**config.mk**
```make
export PLATFORM = sky130hd
export DESIGN_NAME = save_memory_spi_command_sequencer_unit
export DESIGN_NICKNAME = d
export VERILOG_FILES = /design/src/rtl/core/smsc_pkg.sv /design/src/rtl/core/smsc_front.sv /design/src/rtl/core/smsc_queue.sv /design/src/rtl/core/smsc_back.sv /design/src/rtl/core/save_memory_spi_command_sequencer_unit.sv
export SDC_FILE = /design/constraint.sdc
export NUM_CORES = 1
export LEC_CHECK = 0
export ABC_AREA = 1
export CAP_MARGIN = 20
export CORE_MARGIN = 3
export CORE_UTILIZATION = 65
export CTS_CLUSTER_SIZE = 30
export DETAILED_ROUTE_END_ITERATION = 7
export DONT_BUFFER_PORTS = 1
export GPL_ROUTABILITY_DRIVEN = 0
export PLACE_DENSITY = 0.9
export SLEW_MARGIN = 20
export SYNTH_ARGS = -nofsm -noshare
export SYNTH_HDL_FRONTEND = slang
export SYNTH_SLANG_ARGS = --single-unit
```
**constraint.sdc**
```tcl
create_clock -name clk -period 9.25 [get_ports clk]
set_input_delay 0.925 -clock clk [delete_from_list [all_inputs] [get_ports clk]]
set_output_delay 0.925 -clock clk [all_outputs]
set_load 0.005 [all_outputs]
```
**src/rtl/core/smsc_pkg.sv**
```systemverilog
package smsc_pkg;

	// Request kinds carried in the low bits of s_tuser.
	localparam logic [2:0] REQ_READ   = 3'd0;
	localparam logic [2:0] REQ_WRITE  = 3'd1;
	localparam logic [2:0] REQ_ID     = 3'd2;
	localparam logic [2:0] REQ_STATUS = 3'd3;
	localparam logic [2:0] REQ_ERASE  = 3'd4;

	// Save types.
	localparam logic [1:0] TYPE_NONE  = 2'd0;
	localparam logic [1:0] TYPE_SMALL = 2'd1;
	localparam logic [1:0] TYPE_EE16  = 2'd2;
	localparam logic [1:0] TYPE_FLASH = 2'd3;
	localparam logic [1:0] SAVE_TYPE_RESET = TYPE_FLASH;

	// Bus commands.
	localparam logic [7:0] CMD_RDID  = 8'h9f;
	localparam logic [7:0] CMD_RDSR  = 8'h05;
	localparam logic [7:0] CMD_READ  = 8'h03;
	localparam logic [7:0] CMD_WRITE = 8'h02;
	localparam logic [7:0] CMD_WREN  = 8'h06;
	localparam logic [7:0] CMD_SE    = 8'hd8;

	// Write chunk sizes per save type.
	localparam logic [8:0] CHUNK_SMALL = 9'd16;
	localparam logic [8:0] CHUNK_EE16  = 9'd32;
	localparam logic [8:0] CHUNK_FLASH = 9'd256;

	typedef enum logic [2:0] {
		ACT_SELECT   = 3'd0,
		ACT_SEND     = 3'd1,
		ACT_RECV     = 3'd2,
		ACT_DESELECT = 3'd3,
		ACT_WAIT     = 3'd4
	} action_t;

	// Fixed slot order of the actions one item can cause.
	localparam int NUM_SLOTS = 19;
	localparam int SLOT_W    = 5;
	localparam logic [SLOT_W-1:0] S_CLOSE_DESEL = 5'd0;
	localparam logic [SLOT_W-1:0] S_CPOLL_SEL   = 5'd1;
	localparam logic [SLOT_W-1:0] S_CPOLL_CMD   = 5'd2;
	localparam logic [SLOT_W-1:0] S_CPOLL_WAIT  = 5'd3;
	localparam logic [SLOT_W-1:0] S_CPOLL_DESEL = 5'd4;
	localparam logic [SLOT_W-1:0] S_WREN_SEL    = 5'd5;
	localparam logic [SLOT_W-1:0] S_WREN_CMD    = 5'd6;
	localparam logic [SLOT_W-1:0] S_WREN_DESEL  = 5'd7;
	localparam logic [SLOT_W-1:0] S_SEL         = 5'd8;
	localparam logic [SLOT_W-1:0] S_CMD         = 5'd9;
	localparam logic [SLOT_W-1:0] S_ARG0        = 5'd10;
	localparam logic [SLOT_W-1:0] S_ARG1        = 5'd11;
	localparam logic [SLOT_W-1:0] S_ARG2        = 5'd12;
	localparam logic [SLOT_W-1:0] S_BODY        = 5'd13;
	localparam logic [SLOT_W-1:0] S_END_DESEL   = 5'd14;
	localparam logic [SLOT_W-1:0] S_EPOLL_SEL   = 5'd15;
	localparam logic [SLOT_W-1:0] S_EPOLL_CMD   = 5'd16;
	localparam logic [SLOT_W-1:0] S_EPOLL_WAIT  = 5'd17;
	localparam logic [SLOT_W-1:0] S_EPOLL_DESEL = 5'd18;

	// One classified item: which slots fire and the bytes of the variable slots.
	// recv[i] turns slot S_ARG0+i into a receive instead of a send.
	typedef struct packed {
		logic [NUM_SLOTS-1:0] mask;
		logic [7:0]           cmd;
		logic [7:0]           arg0;
		logic [7:0]           arg1;
		logic [7:0]           arg2;
		logic [7:0]           body;
		logic [3:0]           recv;
	} job_t;

endpackage

```
**src/rtl/core/smsc_front.sv**
```systemverilog
module smsc_front (
	input  logic              clk,
	input  logic              arst_n,
	input  logic [1:0]        save_type,
	input  logic              accept,
	input  logic [2:0]        req_type,
	input  logic [23:0]       address,
	input  logic [7:0]        data_byte,
	input  logic              first,
	input  logic              last,
	output logic              push,
	output smsc_pkg::job_t    job
);
	import smsc_pkg::*;

	logic        frame_open_q;
	logic [8:0]  chunk_count_q;
	logic [23:0] next_address_q;

	logic        frame_open_d;
	logic [8:0]  chunk_count_d;
	logic [23:0] next_address_d;
	logic [23:0] addr_sel;
	logic [23:0] addr_inc;
	logic        close_en;
	logic        open_en;
	logic [7:0]  cmd_base;
	logic [8:0]  chunk_size;
	logic [8:0]  count_new;

	assign addr_sel = first ? address : next_address_q;
	assign addr_inc = addr_sel + 24'd1;

	always_comb begin
		case (save_type)
			TYPE_SMALL: chunk_size = CHUNK_SMALL;
			TYPE_EE16:  chunk_size = CHUNK_EE16;
			default:    chunk_size = CHUNK_FLASH;
		endcase
	end

	always_comb begin
		job            = '0;
		frame_open_d   = frame_open_q;
		chunk_count_d  = chunk_count_q;
		next_address_d = next_address_q;
		close_en       = 1'b0;
		open_en        = 1'b0;
		cmd_base       = CMD_READ;
		count_new      = 9'd0;
		case (req_type)
			REQ_READ: begin
				if (save_type != TYPE_NONE) begin
					open_en  = first || !frame_open_q || (chunk_count_q != 9'd0);
					close_en = open_en;
					cmd_base = CMD_READ;
					job.mask[S_BODY] = 1'b1;
					job.recv[3]      = 1'b1;
					next_address_d   = addr_inc;
					frame_open_d     = 1'b1;
					chunk_count_d    = 9'd0;
					if (last) begin
						job.mask[S_END_DESEL] = 1'b1;
						frame_open_d          = 1'b0;
					end
				end
			end
			REQ_WRITE: begin
				if (save_type != TYPE_NONE) begin
					open_en  = first || !frame_open_q || (chunk_count_q == 9'd0);
					close_en = open_en;
					cmd_base = CMD_WRITE;
					job.mask[S_WREN_SEL +: 3] = {3{open_en}};
					job.mask[S_BODY]          = 1'b1;
					job.body                  = data_byte;
					count_new      = (open_en ? 9'd0 : chunk_count_q) + 9'd1;
					next_address_d = addr_inc;
					frame_open_d   = 1'b1;
					chunk_count_d  = count_new;
					if (count_new >= chunk_size || last) begin
						job.mask[S_END_DESEL]    = 1'b1;
						job.mask[S_EPOLL_SEL +: 4] = 4'hf;
						frame_open_d  = 1'b0;
						chunk_count_d = 9'd0;
					end
				end
			end
			REQ_ID: begin
				close_en          = 1'b1;
				job.mask[S_SEL]   = 1'b1;
				job.mask[S_CMD]   = 1'b1;
				job.cmd           = CMD_RDID;
				job.mask[S_ARG0 +: 3] = 3'b111;
				job.recv[2:0]     = 3'b111;
				job.mask[S_END_DESEL] = 1'b1;
				frame_open_d      = 1'b0;
				chunk_count_d     = 9'd0;
			end
			REQ_STATUS: begin
				close_en          = 1'b1;
				job.mask[S_SEL]   = 1'b1;
				job.mask[S_CMD]   = 1'b1;
				job.cmd           = CMD_RDSR;
				job.mask[S_ARG0]  = 1'b1;
				job.recv[0]       = 1'b1;
				job.mask[S_END_DESEL] = 1'b1;
				frame_open_d      = 1'b0;
				chunk_count_d     = 9'd0;
			end
			REQ_ERASE: begin
				if (save_type == TYPE_FLASH) begin
					close_en = 1'b1;
					job.mask[S_WREN_SEL +: 3] = 3'b111;
					job.mask[S_SEL]           = 1'b1;
					job.mask[S_CMD]           = 1'b1;
					job.cmd                   = CMD_SE;
					job.mask[S_ARG0 +: 3]     = 3'b111;
					job.arg0                  = address[7:0];
					job.mask[S_END_DESEL]     = 1'b1;
					job.mask[S_EPOLL_SEL +: 4] = 4'hf;
					frame_open_d  = 1'b0;
					chunk_count_d = 9'd0;
				end
			end
			default: begin
			end
		endcase

		// Opening a read or write frame: select, command and address bytes.
		if (open_en) begin
			job.mask[S_SEL]  = 1'b1;
			job.mask[S_CMD]  = 1'b1;
			job.mask[S_ARG0] = (save_type == TYPE_FLASH);
			job.mask[S_ARG1] = (save_type != TYPE_SMALL);
			job.mask[S_ARG2] = 1'b1;
			job.arg0         = addr_sel[23:16];
			job.arg1         = addr_sel[15:8];
			job.arg2         = addr_sel[7:0];
			job.cmd          = (save_type == TYPE_SMALL) ?
				(cmd_base | {4'd0, addr_sel[8], 3'd0}) : cmd_base;
		end

		// A frame left open is closed first; a write frame also waits for ready.
		if (close_en && frame_open_q) begin
			job.mask[S_CLOSE_DESEL]    = 1'b1;
			job.mask[S_CPOLL_SEL +: 4] = {4{chunk_count_q != 9'd0}};
		end
	end

	assign push = accept && (job.mask != '0);

	always_ff @(posedge clk or negedge arst_n) begin
		if (!arst_n) begin
			frame_open_q   <= 1'b0;
			chunk_count_q  <= 9'd0;
			next_address_q <= 24'd0;
		end else if (accept) begin
			frame_open_q   <= frame_open_d;
			chunk_count_q  <= chunk_count_d;
			next_address_q <= next_address_d;
		end
	end

	a_count_needs_frame: assert property (@(posedge clk) disable iff (!arst_n)
		!frame_open_q |-> chunk_count_q == 9'd0)
		else $error("chunk count set with no frame open");

	a_count_below_max: assert property (@(posedge clk) disable iff (!arst_n)
		chunk_count_q < CHUNK_FLASH)
		else $error("write chunk not closed at its size");

	a_push_on_accept: assert property (@(posedge clk) disable iff (!arst_n)
		push |-> accept && job.mask[NUM_SLOTS-1:S_BODY] != '0)
		else $error("queued job has no closing action");

endmodule

```
**src/rtl/core/smsc_queue.sv**
```systemverilog
module smsc_queue #(
	parameter int DEPTH = 4
) (
	input  logic           clk,
	input  logic           arst_n,
	input  logic           push,
	input  smsc_pkg::job_t push_job,
	input  logic           pop,
	output smsc_pkg::job_t head_job,
	output logic           empty,
	output logic           full
);
	import smsc_pkg::*;

	localparam int PTR_W = (DEPTH > 1) ? $clog2(DEPTH) : 1;
	localparam int CNT_W = $clog2(DEPTH + 1);

	job_t             mem_q [DEPTH];
	logic [PTR_W-1:0] wr_ptr_q;
	logic [PTR_W-1:0] rd_ptr_q;
	logic [CNT_W-1:0] count_q;

	assign empty    = (count_q == '0);
	assign full     = (count_q == CNT_W'(DEPTH));
	assign head_job = mem_q[rd_ptr_q];

	always_ff @(posedge clk) begin
		if (push) begin
			mem_q[wr_ptr_q] <= push_job;
		end
	end

	always_ff @(posedge clk or negedge arst_n) begin
		if (!arst_n) begin
			wr_ptr_q <= '0;
			rd_ptr_q <= '0;
			count_q  <= '0;
		end else begin
			if (push) begin
				wr_ptr_q <= (wr_ptr_q == PTR_W'(DEPTH - 1)) ? '0 : wr_ptr_q + 1'b1;
			end
			if (pop) begin
				rd_ptr_q <= (rd_ptr_q == PTR_W'(DEPTH - 1)) ? '0 : rd_ptr_q + 1'b1;
			end
			if (push && !pop) begin
				count_q <= count_q + 1'b1;
			end else if (pop && !push) begin
				count_q <= count_q - 1'b1;
			end
		end
	end

endmodule

```
**src/rtl/core/smsc_back.sv**
```systemverilog
module smsc_back (
	input  logic           clk,
	input  logic           arst_n,
	input  smsc_pkg::job_t head_job,
	input  logic           q_empty,
	output logic           pop,
	output logic           m_tvalid,
	input  logic           m_tready,
	output logic [7:0]     m_tdata,
	output logic [2:0]     m_tuser,
	output logic           m_tlast
);
	import smsc_pkg::*;

	job_t                 job_q;
	logic [NUM_SLOTS-1:0] rem_q;
	logic                 out_valid_q;
	logic [7:0]           out_byte_q;
	action_t              out_act_q;
	logic                 out_last_q;

	logic                 advance;
	logic                 emit;
	logic [NUM_SLOTS-1:0] low_bit;
	logic [NUM_SLOTS-1:0] rem_after;
	logic [SLOT_W-1:0]    slot;
	action_t              act;
	logic [7:0]           act_byte;

	assign advance   = !out_valid_q || m_tready;
	assign emit      = advance && (rem_q != '0);
	assign low_bit   = rem_q & (~rem_q + 1'b1);
	assign rem_after = emit ? (rem_q & ~low_bit) : rem_q;
	assign pop       = (rem_after == '0) && !q_empty;

	always_comb begin
		slot = '0;
		for (int i = NUM_SLOTS - 1; i >= 0; i--) begin
			if (rem_q[i]) begin
				slot = SLOT_W'(i);
			end
		end
	end

	always_comb begin
		act      = ACT_DESELECT;
		act_byte = 8'd0;
		case (slot)
			S_CPOLL_SEL, S_WREN_SEL, S_SEL, S_EPOLL_SEL: act = ACT_SELECT;
			S_CPOLL_CMD, S_EPOLL_CMD: begin
				act      = ACT_SEND;
				act_byte = CMD_RDSR;
			end
			S_WREN_CMD: begin
				act      = ACT_SEND;
				act_byte = CMD_WREN;
			end
			S_CPOLL_WAIT, S_EPOLL_WAIT: act = ACT_WAIT;
			S_CMD: begin
				act      = ACT_SEND;
				act_byte = job_q.cmd;
			end
			S_ARG0: begin
				act      = job_q.recv[0] ? ACT_RECV : ACT_SEND;
				act_byte = job_q.recv[0] ? 8'd0 : job_q.arg0;
			end
			S_ARG1: begin
				act      = job_q.recv[1] ? ACT_RECV : ACT_SEND;
				act_byte = job_q.recv[1] ? 8'd0 : job_q.arg1;
			end
			S_ARG2: begin
				act      = job_q.recv[2] ? ACT_RECV : ACT_SEND;
				act_byte = job_q.recv[2] ? 8'd0 : job_q.arg2;
			end
			S_BODY: begin
				act      = job_q.recv[3] ? ACT_RECV : ACT_SEND;
				act_byte = job_q.recv[3] ? 8'd0 : job_q.body;
			end
			default: begin
				act      = ACT_DESELECT;
				act_byte = 8'd0;
			end
		endcase
	end

	always_ff @(posedge clk) begin
		if (pop) begin
			job_q <= head_job;
		end
		if (emit) begin
			out_byte_q <= act_byte;
			out_act_q  <= act;
			out_last_q <= (rem_after == '0);
		end
	end

	always_ff @(posedge clk or negedge arst_n) begin
		if (!arst_n) begin
			rem_q       <= '0;
			out_valid_q <= 1'b0;
		end else begin
			rem_q <= pop ? head_job.mask : rem_after;
			if (advance) begin
				out_valid_q <= emit;
			end
		end
	end

	assign m_tvalid = out_valid_q;
	assign m_tdata  = out_byte_q;
	assign m_tuser  = out_act_q;
	assign m_tlast  = out_last_q;

	a_pop_when_done: assert property (@(posedge clk) disable iff (!arst_n)
		pop |-> !q_empty && rem_after == '0)
		else $error("job loaded over unfinished job");

	a_byte_only_on_send: assert property (@(posedge clk) disable iff (!arst_n)
		emit && act != ACT_SEND |-> act_byte == 8'd0)
		else $error("nonzero byte on a non-send beat");

	a_last_ends_job: assert property (@(posedge clk) disable iff (!arst_n)
		emit && rem_after == '0 |=> m_tvalid && m_tlast)
		else $error("final beat of a job not marked last");

endmodule

```
**src/rtl/core/save_memory_spi_command_sequencer_unit.sv**
```systemverilog
// The first bus action of an item passes the job queue, then the back end's job register
// and output register. Throughput: one action per cycle while m_tready is high; an item
// causes 1 to 19 actions as the back end steps its slot mask; ignored requests cause none.
// A QUEUE_DEPTH-entry job queue lets the front accept one item per cycle until it fills.
// Reset clears frame state, the next address and the queue; save_type returns to 3.
module save_memory_spi_command_sequencer_unit #(
	parameter int QUEUE_DEPTH = 4
) (
	input  logic        clk,
	input  logic        arst_n,
	// APB configuration port
	input  logic        psel,
	input  logic        penable,
	input  logic        pwrite,
	input  logic [1:0]  paddr,
	input  logic [31:0] pwdata,
	output logic [31:0] prdata,
	output logic        pready,
	// Requests
	input  logic        s_tvalid,
	output logic        s_tready,
	input  logic [31:0] s_tdata,   // address[23:0], data_byte[31:24]
	input  logic [3:0]  s_tuser,   // req_type[2:0], first[3]
	input  logic        s_tlast,   // last
	// Bus actions
	output logic        m_tvalid,
	input  logic        m_tready,
	output logic [7:0]  m_tdata,   // bus_byte[7:0]
	output logic [2:0]  m_tuser,   // action[2:0]
	output logic        m_tlast    // end_of_run
);
	import smsc_pkg::*;

	localparam logic [1:0] ADDR_SAVE_TYPE = 2'd0;

	logic [1:0] save_type_q;
	logic       accept;
	logic       push;
	logic       pop;
	logic       q_empty;
	logic       q_full;
	job_t       push_job;
	job_t       head_job;

	assign pready = 1'b1;

	always_ff @(posedge clk or negedge arst_n) begin
		if (!arst_n) begin
			save_type_q <= SAVE_TYPE_RESET;
		end else if (psel && penable && pwrite && pready && paddr == ADDR_SAVE_TYPE) begin
			save_type_q <= pwdata[1:0];
		end
	end

	assign prdata = (paddr == ADDR_SAVE_TYPE) ? {30'd0, save_type_q} : 32'd0;

	assign s_tready = !q_full;
	assign accept   = s_tvalid && s_tready;

	smsc_front u_front (
		.clk       (clk),
		.arst_n    (arst_n),
		.save_type (save_type_q),
		.accept    (accept),
		.req_type  (s_tuser[2:0]),
		.address   (s_tdata[23:0]),
		.data_byte (s_tdata[31:24]),
		.first     (s_tuser[3]),
		.last      (s_tlast),
		.push      (push),
		.job       (push_job)
	);

	smsc_queue #(
		.DEPTH (QUEUE_DEPTH)
	) u_queue (
		.clk      (clk),
		.arst_n   (arst_n),
		.push     (push),
		.push_job (push_job),
		.pop      (pop),
		.head_job (head_job),
		.empty    (q_empty),
		.full     (q_full)
	);

	smsc_back u_back (
		.clk      (clk),
		.arst_n   (arst_n),
		.head_job (head_job),
		.q_empty  (q_empty),
		.pop      (pop),
		.m_tvalid (m_tvalid),
		.m_tready (m_tready),
		.m_tdata  (m_tdata),
		.m_tuser  (m_tuser),
		.m_tlast  (m_tlast)
	);

endmodule

```
==> impl_results.md <==
- Initial core utilization: 67.4%
- NetSw: 0.00206 W
- Remaining global-route overflow: 0
- Die Y: 155 um
- RSZ-0062 raised after global routing: no
- Reg area: 9300 um2
- Final cycle utilization of the critical path: 38.9%
- Worst Path Max Fanout: 16
- Gate power share: 35.0%
- Post-synthesis instance total: 1361
- Crit path DAT: around 4000 ps
- Post-synthesis sequential area ratio: 64.4%
- Max-slew violation count: 0
- Critical Path, Cell by Cell: ha_1, inv_1, o21ai_0, nand3_1, inv_1, ha_1, inv_1, fa_1, a21oi_1, o21ai_0, xor2_1
- Power consumption: roughly 0.0054 W
- TritonRoute pass-1 iters: 5
- GR Layer Usage met2: approximately 47%
- Final WL: roughly 34000 um
- Htree depth: 2
- Mapped cell area: between 10000 and 15000 um2
- Largest net degree at the start of global routing: ~110
- PwrDens: 343 nW/um2
- CP max-delay cell: nand3_1
- Vias per cell: between 6 and 7
- Syn avg cell area: 10.6 um2
- Final worst path period need: 3600 ps
- GR Util All Layers: approximately 28%
- Switch share: 38.3%
- Ports: 125
- CTS Buffer Depth: 3
- Post-synth ARST share: 19.7%
- Fmax achieved: 278 MHz
- Fillers: 1278
- CP peak stage delay: 640 ps
- Clock tree sinks: 320
- Peak supply drop: 0.000260 V
- Status: finished, final reports clean
- WS Path Type: flop to flop
- CP most frequent cell: inv_1
- Routed vias: around 10000
- Top-count cell post-synth: edfxtp_1
- Site Rows: 53
- CTS buffer count: 34
- IO Port Bufs: 0
- Clock skew: 24.6 ps
- Iter 0 DRT Violations: 1616
- # Post-CTS Setup Buffers: 0
- Clock Latency Late Sink: about 530 ps
- Share of cells above drive strength 1: 8.60%
- Ys Warns: 0
- GR peak layer: met2
- HPWL after detailed placement: 20000 um
- First-pass GRT wire length: ~53000 um
- Distinct cells, synth: 48
- Number of synthesized flops with an enable pin: 257
- Hold Vio Cnt, Final: 0
- Chip width: 155 um
- Slew HR: 28.2%
- Synth top cells by count: edfxtp_1 (257), nand2_1 (232), nor2_1 (198)
- TritonCTS clock tree: built
- Max-cap violations: 0
- CP Capture Type: flop
- Clk slew on worst S/H paths: 60 ps
- Synthesized flop and latch total: 320
- Cell taking the most area after synthesis: edfxtp_1
- Number of global-route vias before repair: 10034
- Hold_buf cts: 0
- Worst Setup Start Kind: flop
- Diode count: 0
- Worst slack at placement: 5570 ps
- CTS resizes: 0
- Static leakage: 6.28 nW
- Final Setup Violations: 0
- Root Buffer: clkbuf_16
- Worst Setup Slack, final: 5650 ps
- Antenna-violating nets left: 0
- Area Growth Syn to Fin: 8.63%
- Synth area leaders: edfxtp_1 (53%), dfrtp_1 (11%), nand2_1 (6.0%)
- Fin Setup TNS: 0 ps
- Core area: 21400 um2
- Worst reg2reg setup slack: 5650 ps
- Die footprint: 24000 um2
- Seq pwr share: between 30% and 40%
- Nets: 1453
- Top-area cell type share of the netlist area: 53.5%
- Drt wl/cell: 20.6 um
- Slew @ Worst Pin: about 1100 ps
- Worst hold path type: input port to async pin
- Clock share of power: 25.6%
- Initial antenna violation count: 0
- M1 GR Usage: 38.2%
- Pint: 0.00332 W
- Final instance area: around 16000 um2
- Ys flop type: edfxtp_1
- Placed cell area: 14500 um2
- Multi-input combinational cell area: 4400 um2
- Critical Path RT: 9650 ps
- Met3 Use GR: 4.70%
- Number of remaining DRC errors: 0
==> cells by family after synthesis <==
kind of cell | Yosys count | synth area share (%)
fa+ha+maj | 18 | 1.61
buf+inv | 196 | 6.10
xor+xnor | 26 | 1.58
flops | 320 | 64.4
compound gates | 239 | 9.06
simple gates | 548 | 16.4
other cells | 2 | 0.0520
mux | 12 | 0.832
==> cells in the final DEF, fill, tap and decap left out, types with 10 or more instances in the layout <==
cell type / Yosys / final
o21ai_0: 150 / 150
conb_1: 2 / 31
edfxtp_1: 257 / 257
o22ai_1: 55 / 55
nand2_2: 12 / 13
nand3_1: 48 / 48
a21oi_1: 19 / 19
clkbuf_16: 0 / 35
nand2_1: 232 / 231
xnor2_1: 10 / 10
xor2_1: 16 / 16
nor2_1: 198 / 194
mux2i_1: 12 / 12
nand4_1: 11 / 11
inv_1: 111 / 109
nor2_2: 10 / 10
dfrtp_1: 61 / 60
ha_1: 17 / 17
==> final timing paths <==
| check | startpoint | endpoint | cells after the start |
|---|---|---|---|
| max reg2reg | save_type_q[0] | u_queue.count_q[2] | 11 |
| min reg2reg | u_front.next_address_q[20] | u_front.next_address_q[20] | 2 |
| min in group clk | u_front.next_address_q[20] | u_front.next_address_q[20] | 2 |
| max | save_type_q[0] | u_queue.count_q[2] | 11 |
| min | arst_n | u_front.next_address_q[19] | 0 |
| max in group asynchronous | arst_n | save_type_q[1] | 0 |
==> cell type report <==
| cell class | count | share of cell area, % |
|---|---|---|
| inverter | 119 | 2.86 |
| tap | 275 | 2.19 |
| sequential | 320 | 59.3 |
| clock inverter | 20 | 1.40 |
| multi-input combinational | 874 | 28.1 |
| timing repair buffer | 8 | 0.383 |
| clock buffer | 42 | 5.82 |
==> state kept, by name, indices dropped and copies added, names as in the netlist, 3 cells and up <==
register,count
u_queue.mem_q,204
u_back.job_q,41
u_front.next_address_q,24
u_back.rem_q,19
u_front.chunk_count_q,9
u_back.m_tdata,8
u_back.m_tuser,3
u_queue.count_q,3
==> power by group through the flow <==
stage | combinational, W | sequential [W] | clock, W
after floorplan | 0.00135 | 0.00210 | 0
after CTS | 0.00184 | 0.00212 | 0.00138
after detailed placement | 0.00180 | 0.00213 | 0
after global routing | 0.00209 | 0.00214 | 0.00144
after global placement | 0.00171 | 0.00212 | 0
final | 0.00188 | 0.00212 | 0.00138
==> layer usage <==
layer | vias up | wire, um
li1 | 4594 | -
met1 | 4981 | 12800
met2 | 749 | 16900
met3 | 114 | 3360
met4 | 0 | 1090
met5 | - | 0
==> critical path, delay by kind of cell, from the launching register on <==
kind,cells,cell delay (ps)
flops,1,560
compound gates,3,480
fa+ha+maj,3,870
buf+inv,3,780
xor+xnor,1,150
simple gates,1,640
==> metrics by stage <==
| stage | util, % | cells | hold WS (ps) |
|---|---|---|---|
| global placement | 67.9 | 1596 | 458 |
| detailed placement | 67.9 | 1596 | 467 |
| floorplan | - | 1390 | 444 |
| global route | 73.2 | 1658 | 74.6 |
| CTS | 73.2 | 1658 | 77.7 |
| finish | 73.2 | 1658 | 90.9 |
Note: power is estimated with default switching activity, not from simulation.
